File: src/hdl/assert_macros.svh
// Assertion helpers shared by the RTL
`ifndef ASSERT_MACROS_SVH
`define ASSERT_MACROS_SVH

// Property checked on every clock edge outside reset
`define ASSERT_CLK(label, prop) \
	label: assert property (@(posedge clk) disable iff (!arst_n) prop) \
	else $error("assertion failed");

// Condition that must never hold outside reset
`define ASSERT_NEVER(label, cond) \
	label: assert property (@(posedge clk) disable iff (!arst_n) !(cond)) \
	else $error("forbidden condition");

`endif

File: src/hdl/fpe2_pkg.sv
`timescale 1ns / 1ps
package fpe2_pkg;
	localparam int STEP_COUNT      = 16;
	localparam int STEPS_PER_STAGE = 2;
	localparam int STEP_STAGES     = STEP_COUNT / STEPS_PER_STAGE;
	localparam int DIV_BITS        = 34;
	localparam int BITS_PER_STAGE  = 2;
	localparam int DIV_STAGES      = DIV_BITS / BITS_PER_STAGE;
	localparam logic [63:0] ONE_Q16 = 64'h10000;

	// log2(1 + 2^-(k+1)) in Q16
	function automatic logic [15:0] log2_step(input logic [3:0] k);
		logic [15:0] t;
		case (k)
			4'd0:  t = 16'h95c0;
			4'd1:  t = 16'h526a;
			4'd2:  t = 16'h2b80;
			4'd3:  t = 16'h1664;
			4'd4:  t = 16'h0b5d;
			4'd5:  t = 16'h05ba;
			4'd6:  t = 16'h02e0;
			4'd7:  t = 16'h0171;
			4'd8:  t = 16'h00b8;
			4'd9:  t = 16'h005c;
			4'd10: t = 16'h002e;
			4'd11: t = 16'h0017;
			4'd12: t = 16'h000c;
			4'd13: t = 16'h0006;
			4'd14: t = 16'h0003;
			4'd15: t = 16'h0001;
			default: t = 16'h0000;
		endcase
		return t;
	endfunction
endpackage

File: src/hdl/fpe2_div.sv
`timescale 1ns / 1ps
module fpe2_div (
	input  logic        clk,
	input  logic        arst_n,
	input  logic        in_valid,
	output logic        in_stall,
	input  logic [63:0] acc,
	input  logic        pos,
	output logic        out_valid,
	input  logic        out_stall,
	output logic [31:0] power_q16
);
	import fpe2_pkg::*;

	logic              v_sd   [DIV_STAGES];
	logic [34:0]       r_sd   [DIV_STAGES];
	logic [DIV_BITS-1:0] q_sd [DIV_STAGES];
	logic [63:0]       d_sd   [DIV_STAGES];
	logic              pos_sd [DIV_STAGES];
	logic              take_sd[DIV_STAGES];
	logic              take_o;

	// free the output register when empty or when its transaction leaves
	assign take_o = !out_valid || !out_stall;
	assign in_stall = !take_sd[0];

	genvar s;
	generate
		for (s = 0; s < DIV_STAGES; s++) begin : g_div
			logic              src_v;
			logic [34:0]       src_r;
			logic [DIV_BITS-1:0] src_q;
			logic [63:0]       src_d;
			logic              src_pos;
			logic [34:0]       nxt_r;
			logic [DIV_BITS-1:0] nxt_q;

			if (s == 0) begin : g_first
				assign src_v   = in_valid;
				assign src_r   = '0;
				assign src_q   = '0;
				assign src_d   = acc;
				assign src_pos = pos;
			end else begin : g_next
				assign src_v   = v_sd[s-1];
				assign src_r   = r_sd[s-1];
				assign src_q   = q_sd[s-1];
				assign src_d   = d_sd[s-1];
				assign src_pos = pos_sd[s-1];
			end

			if (s == DIV_STAGES - 1) begin : g_last
				assign take_sd[s] = !v_sd[s] || take_o;
			end else begin : g_mid
				assign take_sd[s] = !v_sd[s] || take_sd[s+1];
			end

			// two restoring steps on the dividend 2^32
			always_comb begin
				nxt_r = src_r;
				nxt_q = src_q;
				for (int b = 0; b < BITS_PER_STAGE; b++) begin
					nxt_r = {nxt_r[33:0],
						(DIV_BITS - 1 - (s * BITS_PER_STAGE + b)) == 32};
					if ({29'b0, nxt_r} >= src_d) begin
						nxt_r = nxt_r - src_d[34:0];
						nxt_q[DIV_BITS - 1 - (s * BITS_PER_STAGE + b)] = 1'b1;
					end
				end
			end

			always_ff @(posedge clk or negedge arst_n) begin
				if (!arst_n) begin
					v_sd[s] <= 1'b0;
				end else if (take_sd[s]) begin
					v_sd[s] <= src_v;
				end
			end

			always_ff @(posedge clk) begin
				if (take_sd[s] && src_v) begin
					r_sd[s]   <= nxt_r;
					q_sd[s]   <= nxt_q;
					d_sd[s]   <= src_d;
					pos_sd[s] <= src_pos;
				end
			end
		end
	endgenerate

	// select the result and hold it until taken
	always_ff @(posedge clk or negedge arst_n) begin
		if (!arst_n) begin
			out_valid <= 1'b0;
		end else if (take_o) begin
			out_valid <= v_sd[DIV_STAGES-1];
		end
	end

	always_ff @(posedge clk) begin
		if (take_o && v_sd[DIV_STAGES-1]) begin
			if (pos_sd[DIV_STAGES-1])
				power_q16 <= d_sd[DIV_STAGES-1][31:0];
			else if (d_sd[DIV_STAGES-1] == '0)
				power_q16 <= '0;
			else
				power_q16 <= q_sd[DIV_STAGES-1][31:0];
		end
	end
endmodule

File: config.mk
export PLATFORM = sky130hd
export DESIGN_NAME = fpe2_div
export DESIGN_NICKNAME = d
export VERILOG_FILES = /design/src/hdl/assert_macros.svh /design/src/hdl/fpe2_pkg.sv /design/src/hdl/fpe2_div.sv
export SDC_FILE = /design/constraint.sdc
export NUM_CORES = 2
export LEC_CHECK = 0
export BUFFER_PORTS_ARGS = -buffer_cell sky130_fd_sc_hd__clkbuf_2
export CAP_MARGIN = 10
export CORE_MARGIN = 3
export CORE_UTILIZATION = 60
export DETAILED_ROUTE_END_ITERATION = 7
export GPL_ROUTABILITY_DRIVEN = 1
export GPL_TIMING_DRIVEN = 1
export PLACE_DENSITY = 0.73
export SYNTH_ARGS = -nofsm -noshare
export SYNTH_HDL_FRONTEND = slang
export SYNTH_SLANG_ARGS = --single-unit
File: constraint.sdc
create_clock -name clk -period 8.3 [get_ports clk]
set_input_delay 0.83 -clock clk [delete_from_list [all_inputs] [get_ports clk]]
set_output_delay 0.83 -clock clk [all_outputs]
set_load 0.01 [all_outputs]
* Word level (Yosys, flattened, before mapping)
Memory sizes are Yosys's and may differ from the RTL's.
Cells that the tools add are included.
** Word-level totals
- Register bits after elaboration :: 50
- Memory bits (writable) :: 2278
- Input port bits :: 69
- Output and inout bits :: 34
- Memories kept :: 4
** Operators by class
- Add/sub/neg operators :: 34
- $lt $le $gt $ge :: 34
- Mux-type cells :: 104
- Reductions and logical operators :: 57
** Memories
- d_sd :: depth 17, bits a word 64, read ports 17, clocked after memory_dff 0, write ports 17, RTL line fpe2_div.sv:18 : logic [63:0] d_sd [DIV_STAGES];
- r_sd :: depth 17, bits a word 35, read ports 16, clocked after memory_dff 0, write ports 17, RTL line fpe2_div.sv:16 : logic [34:0] r_sd [DIV_STAGES];
- q_sd :: depth 17, bits a word 34, read ports 17, clocked after memory_dff 0, write ports 17, RTL line fpe2_div.sv:17 : logic [DIV_BITS-1:0] q_sd [DIV_STAGES];
- pos_sd :: depth 17, bits a word 1, read ports 17, clocked after memory_dff 0, write ports 17, RTL line fpe2_div.sv:19 : logic pos_sd [DIV_STAGES];
** Operator list (number)
- $ge A35 B64 Y1 :: 33
- $mux W35 :: 17
- $sub A35 B35 Y35 :: 17
- $mux W34 :: 17
- $sub A34 B34 Y34 :: 16
- $mux W1 :: 68
- $ge A1 B64 Y1 const A :: 1
- $logic_not A64 Y1 :: 1
- $mux W32 :: 2
- $sub A1 B34 Y34 const A :: 1
- $logic_not A1 Y1 :: 20
- $logic_and A1 B1 Y1 :: 18
- $logic_or A1 B1 Y1 :: 18

* Logic depth before layout (Yosys ltp)
- Depth after elaboration :: 22
- Depth in mapped cells :: 30
- Depth with buffers taken out :: 27

* Least setup slack after synthesis
Ideal clock, no wire load.
- Path kind :: input -> register
- Start :: in out_stall
- End :: mem d_sd[7][0] (netlist: d_sd[0][448]) (enable)
- Arrival :: 7.087 ns
- Data required time :: 7.648 ns
- Slack :: 0.561 ns
- Stages on the path :: 6
- Buffers on the path :: 0
- Cells stage by stage :: nand4_1 inv_1 and3_1 nand3_1 nor2_1 a31oi_1
** RTL lines
- from (decl) :: RTL line fpe2_div.sv:10 : input logic out_stall,
- to (decl) :: RTL line fpe2_div.sv:18

==> results.yml <==
global_route:
  antenna_found_initial: 13
  grt_first_pass_wirelength_mm: 535
  grt_max_degree: 126
  track_usage_pct: 31.7
  grt_pass1_vias: 91900
  globalRouteOverflowTotal: 0
logic_synthesis:
  netlist_area_um2: 127000
  ys.flop_type: "edfxtp_1"
  synthDistinctLibCells: 104
  synth-compound-area-share_pct: 17.6
  synth_top_area_share_pct: 46.3
  netlist_instances: 12100
  synth-seq-cells: 1971
  synth.mux.area_fraction_pct: 2.95
  synth_adder_area_share_pct: 11.5
  ys_seq_area_share_pct: 46.6
  avgSynthCellArea_um2: 10.5
  synthSimpleGateAreaFrac_pct: 11.5
  synth-xor-area-share_pct: 6.41
  synth_top_family_by_area: "compound AO/OA/AOI/OAI gates"
  synth.area.top_cells: "edfxtp_1, ha_1, a21oi_1, xnor2_1, o21ai_0"
  synth_edf_count: 1953
  ys_warn_count: 0
  yosysTopAreaCell: "edfxtp_1"
  synthArstFlopShare_pct: 0.913
setup_path:
  reg2regPathDepth: 26
  end_kind: "flop"
  startpoint_type: "flop"
  crit_buf_inv: 3
  slowest_delay_ns: 0.67
  critPathKind: "reg -> reg"
  worstPathRequired_ns: 8.90
  ff2ff_setup_slack_ns: 0.48
  cp_max_fo: 63
  critPathMostFrequentCell: "a21oi_1"
  critPathArrivalTime_ns: 8.42
  r2r-end: "r_sd[0][526]$_DFFE_PP_"
  path_depth: 26
  crit_path_top_delay_cell: "a2111oi_0"
  r2r-start: "d_sd[0][896]$_DFFE_PP_"
  path_delay_family: "compound AO/OA/AOI/OAI gates"
floorplan:
  dieArea_um2: 217000
  die_x_um: 466
  die_h_um: 466
  start_util_pct: 60.4
  ioPinCount: 103
  core_um2: 210000
  placementRows: 168
timing:
  slew_violations: 0
  setup_viol: 0
  fin_tns_setup_ns: 0
  worst_slack_ns: 0.479
  max_freq_mhz: 128
  min_period_ns: 7.82
  hold_viol: 0
  relSlewSlack_pct: 18.2
  fin_skew_ns: 0.0534
  worst_pin_slew_ns: 1.20
  rsz0062_at_grt: "false"
  finalCritPeriodShare_pct: 94.2
worst_hold_path:
  hold_end: "d_sd[0][39]$_DFFE_PP_"
  hold_depth: 1
  hold_class: "in -> reg"
  hp-start: "acc[39]"
placed_design:
  port_buffers: 102
  hpwl_mm: 278
  dp_slack_ns: 0.470
  gp_congestion: 0.976
  placed_cells: 15000
cts:
  cts_tree: "built"
  clock-root-buffer: "clkbuf_16"
  clock_latency_ns: 0.87
  cts_htree_levels: 4
  cts.clk_slew.worst_paths_ns: 0.07
  clock_path_buffers: 3
  numCtsBuffers: 200
  cts_num_sinks: 1971
power_and_ir_drop:
  clock_power_share_pct: 29.3
  p_seq_share_pct: 43.0
  p_sw_share_pct: 32.4
  p_sw_mw: 10.2
  p_int_mw: 21.2
  leakage_nw: 57.9
  combPwrFrac_pct: 27.6
  vdd_drop_max_uv: 260
  p_per_area_nw_per_um2: 227
detailed_routing:
  wl_per_cell_um: 22.9
  wirelength_mm: 351
  dr.first_iter.drc_count: 9159
  vias: 95700
  drc: 26
  ant_nets: 0
  first_pass_iters: 8
  viasPerCell: 6.24
layout:
  fin_cells: 15300
  drive_gt1_share_pct: 8.37
  layout.nets: 13600
  area_growth_pct: 9.05
run:
  maxCapViolations: 0
status:
  failed_checks: "design-rule violations"
  status: "finished, violations left"
[power by group through the flow]
stage | Clock [mW] | Combinational [mW] | Sequential [mW]
final | 9.21 | 8.68 | 13.5
after global routing | 9.78 | 9.60 | 13.6
after CTS | 9.38 | 8.53 | 13.5
after detailed placement | 0 | 8.44 | 13.7
after global placement | 0 | 8.26 | 13.7
after floorplan | 0 | 6.51 | 13.3
[how the worst max path moves through the flow]
stage / from / endpoint / slack [ns]
2_1_floorplan: out_stall / d_sd[0][448]$_DFFE_PP_ / 0.56
3_3_place_gp: d_sd[0][640]$_DFFE_PP_ / r_sd[0][397]$_DFFE_PP_ / 0.66
3_5_place_dp: d_sd[0][640]$_DFFE_PP_ / r_sd[0][412]$_DFFE_PP_ / 0.47
4_1_cts: d_sd[0][640]$_DFFE_PP_ / r_sd[0][407]$_DFFE_PP_ / 0.40
5_1_grt: d_sd[0][192]$_DFFE_PP_ / r_sd[0][164]$_DFFE_PP_ / 0.03
6_report: d_sd[0][896]$_DFFE_PP_ / r_sd[0][526]$_DFFE_PP_ / 0.48
[worst register-to-register path: stages, from the launching register on]
cell and delay, ns:
edfxtp_1 0.47, inv_1 0.15, fa_1 0.46, a211oi_1 0.29
o21ai_0 0.21, a2111oi_0 0.67, o21bai_1 0.30, o211ai_1 0.30
a31o_2 0.20, nand2_1 0.05, o211ai_1 0.13, buf_12 0.30
mux2_2 0.41, ha_1 0.31, or2_2 0.31, a21oi_1 0.15
a21oi_1 0.09, a221o_1 0.42, a2111oi_2 0.55, o31a_1 0.30
o21ai_0 0.11, a21oi_1 0.25, nor2_1 0.17, o21ai_2 0.17
inv_2 0.18, and3_1 0.22, or3_1 0.37
[synthesized netlist by cell type (18+ instances only)]
cell	count
and4_1	22
dfrtp_1	18
inv_1	872
nand3_1	210
a211oi_1	81
and2_1	83
nand4_1	126
o2111ai_1	25
a221oi_1	22
or3_1	53
o21ai_1	29
o21bai_1	146
a22o_1	37
a2111oi_0	23
ha_1	1138
a21o_1	507
o21ai_0	899
o31ai_1	69
clkbuf_1	147
xnor2_1	531
nor2_1	735
nand2b_1	169
nor4_1	167
nor2b_1	122
buf_2	59
nor3_1	178
a221o_1	24
or2_2	56
a21boi_0	29
mux2_2	315
nand2_1	943
and3_1	120
o211ai_1	62
edfxtp_1	1953
o31a_1	33
o21a_1	133
xor2_1	397
a21oi_1	1118
a31oi_1	88
a211o_1	34
[logic make-up after synthesis]
group / Yosys count
muxes: 333
AOI/OAI and AO/OA: 3579
and+or+nand+nor: 3052
other: 1
DFF: 1971
xor gates and xnor gates: 928
adders and majority gates: 1155
buffers and inverters: 1109
[cells in the final DEF, fill, tap and decap left out, types with 200 or more instances in the layout]
master     synthesis  routed
nand3_1          210     210
a21oi_1         1118    1116
ha_1            1138    1138
mux2_2           315     315
xnor2_1          531     531
edfxtp_1        1953    1953
nor2_1           735     732
nand2_1          943     942
inv_1            872     872
xor2_1           397     397
o21ai_0          899     897
a21o_1           507     507
clkbuf_16          0     200
[area by class of cell]
class	count	area (um^2)
diodes	6	15.0
multi-input cells	9064	63800
fillers	16300	71500
inverters	878	3300
flip-flops and latches	1971	59100
clock inverters	153	1720
well taps	2805	3510
clock buffers	219	5080
repair buffers	248	1780
[timing repair]
item	in CTS	in global routing
hold buffers	1	0
endpoints found under the setup margin	0	93
hold endpoints to repair	18	0
resized for setup	0	5
buffers inserted	0	1
[stage by stage]
step / area, um^2 / utilization (%) / power [mW] / hold WS, ns
after global routing: 138000 / 65.9 / 33.0 / 0.102
final: 138000 / 65.9 / 31.4 / 0.152
after detailed placement: 131000 / 62.6 / 22.1 / 0.405
after global placement: 131000 / 62.6 / 22.0 / 0.400
after CTS: 138000 / 65.9 / 31.4 / 0.0990
after floorplan: 127000 / - / 19.8 / 0.400
[registers in the layout, summed over array words and instances, names as in the netlist]
name         cells
d_sd          1088
r_sd           544
q_sd           272
power_q16       32
pos_sd          17
g_div.src_v     16
out_valid        1
v_sd             1
[per-layer routing]
| metal | vias up | global-route usage [%] | part of all wire [%] |
|---|---|---|---|
| met5 | - | 0 | 0.020 |
| met4 | 10 | 11.5 | 3.8 |
| met3 | 619 | 4.75 | 6.7 |
| met2 | 3393 | 51.0 | 46 |
| met1 | 46000 | 43.8 | 44 |
| li1 | 45600 | - | - |
(Power assumes the default switching activity.)
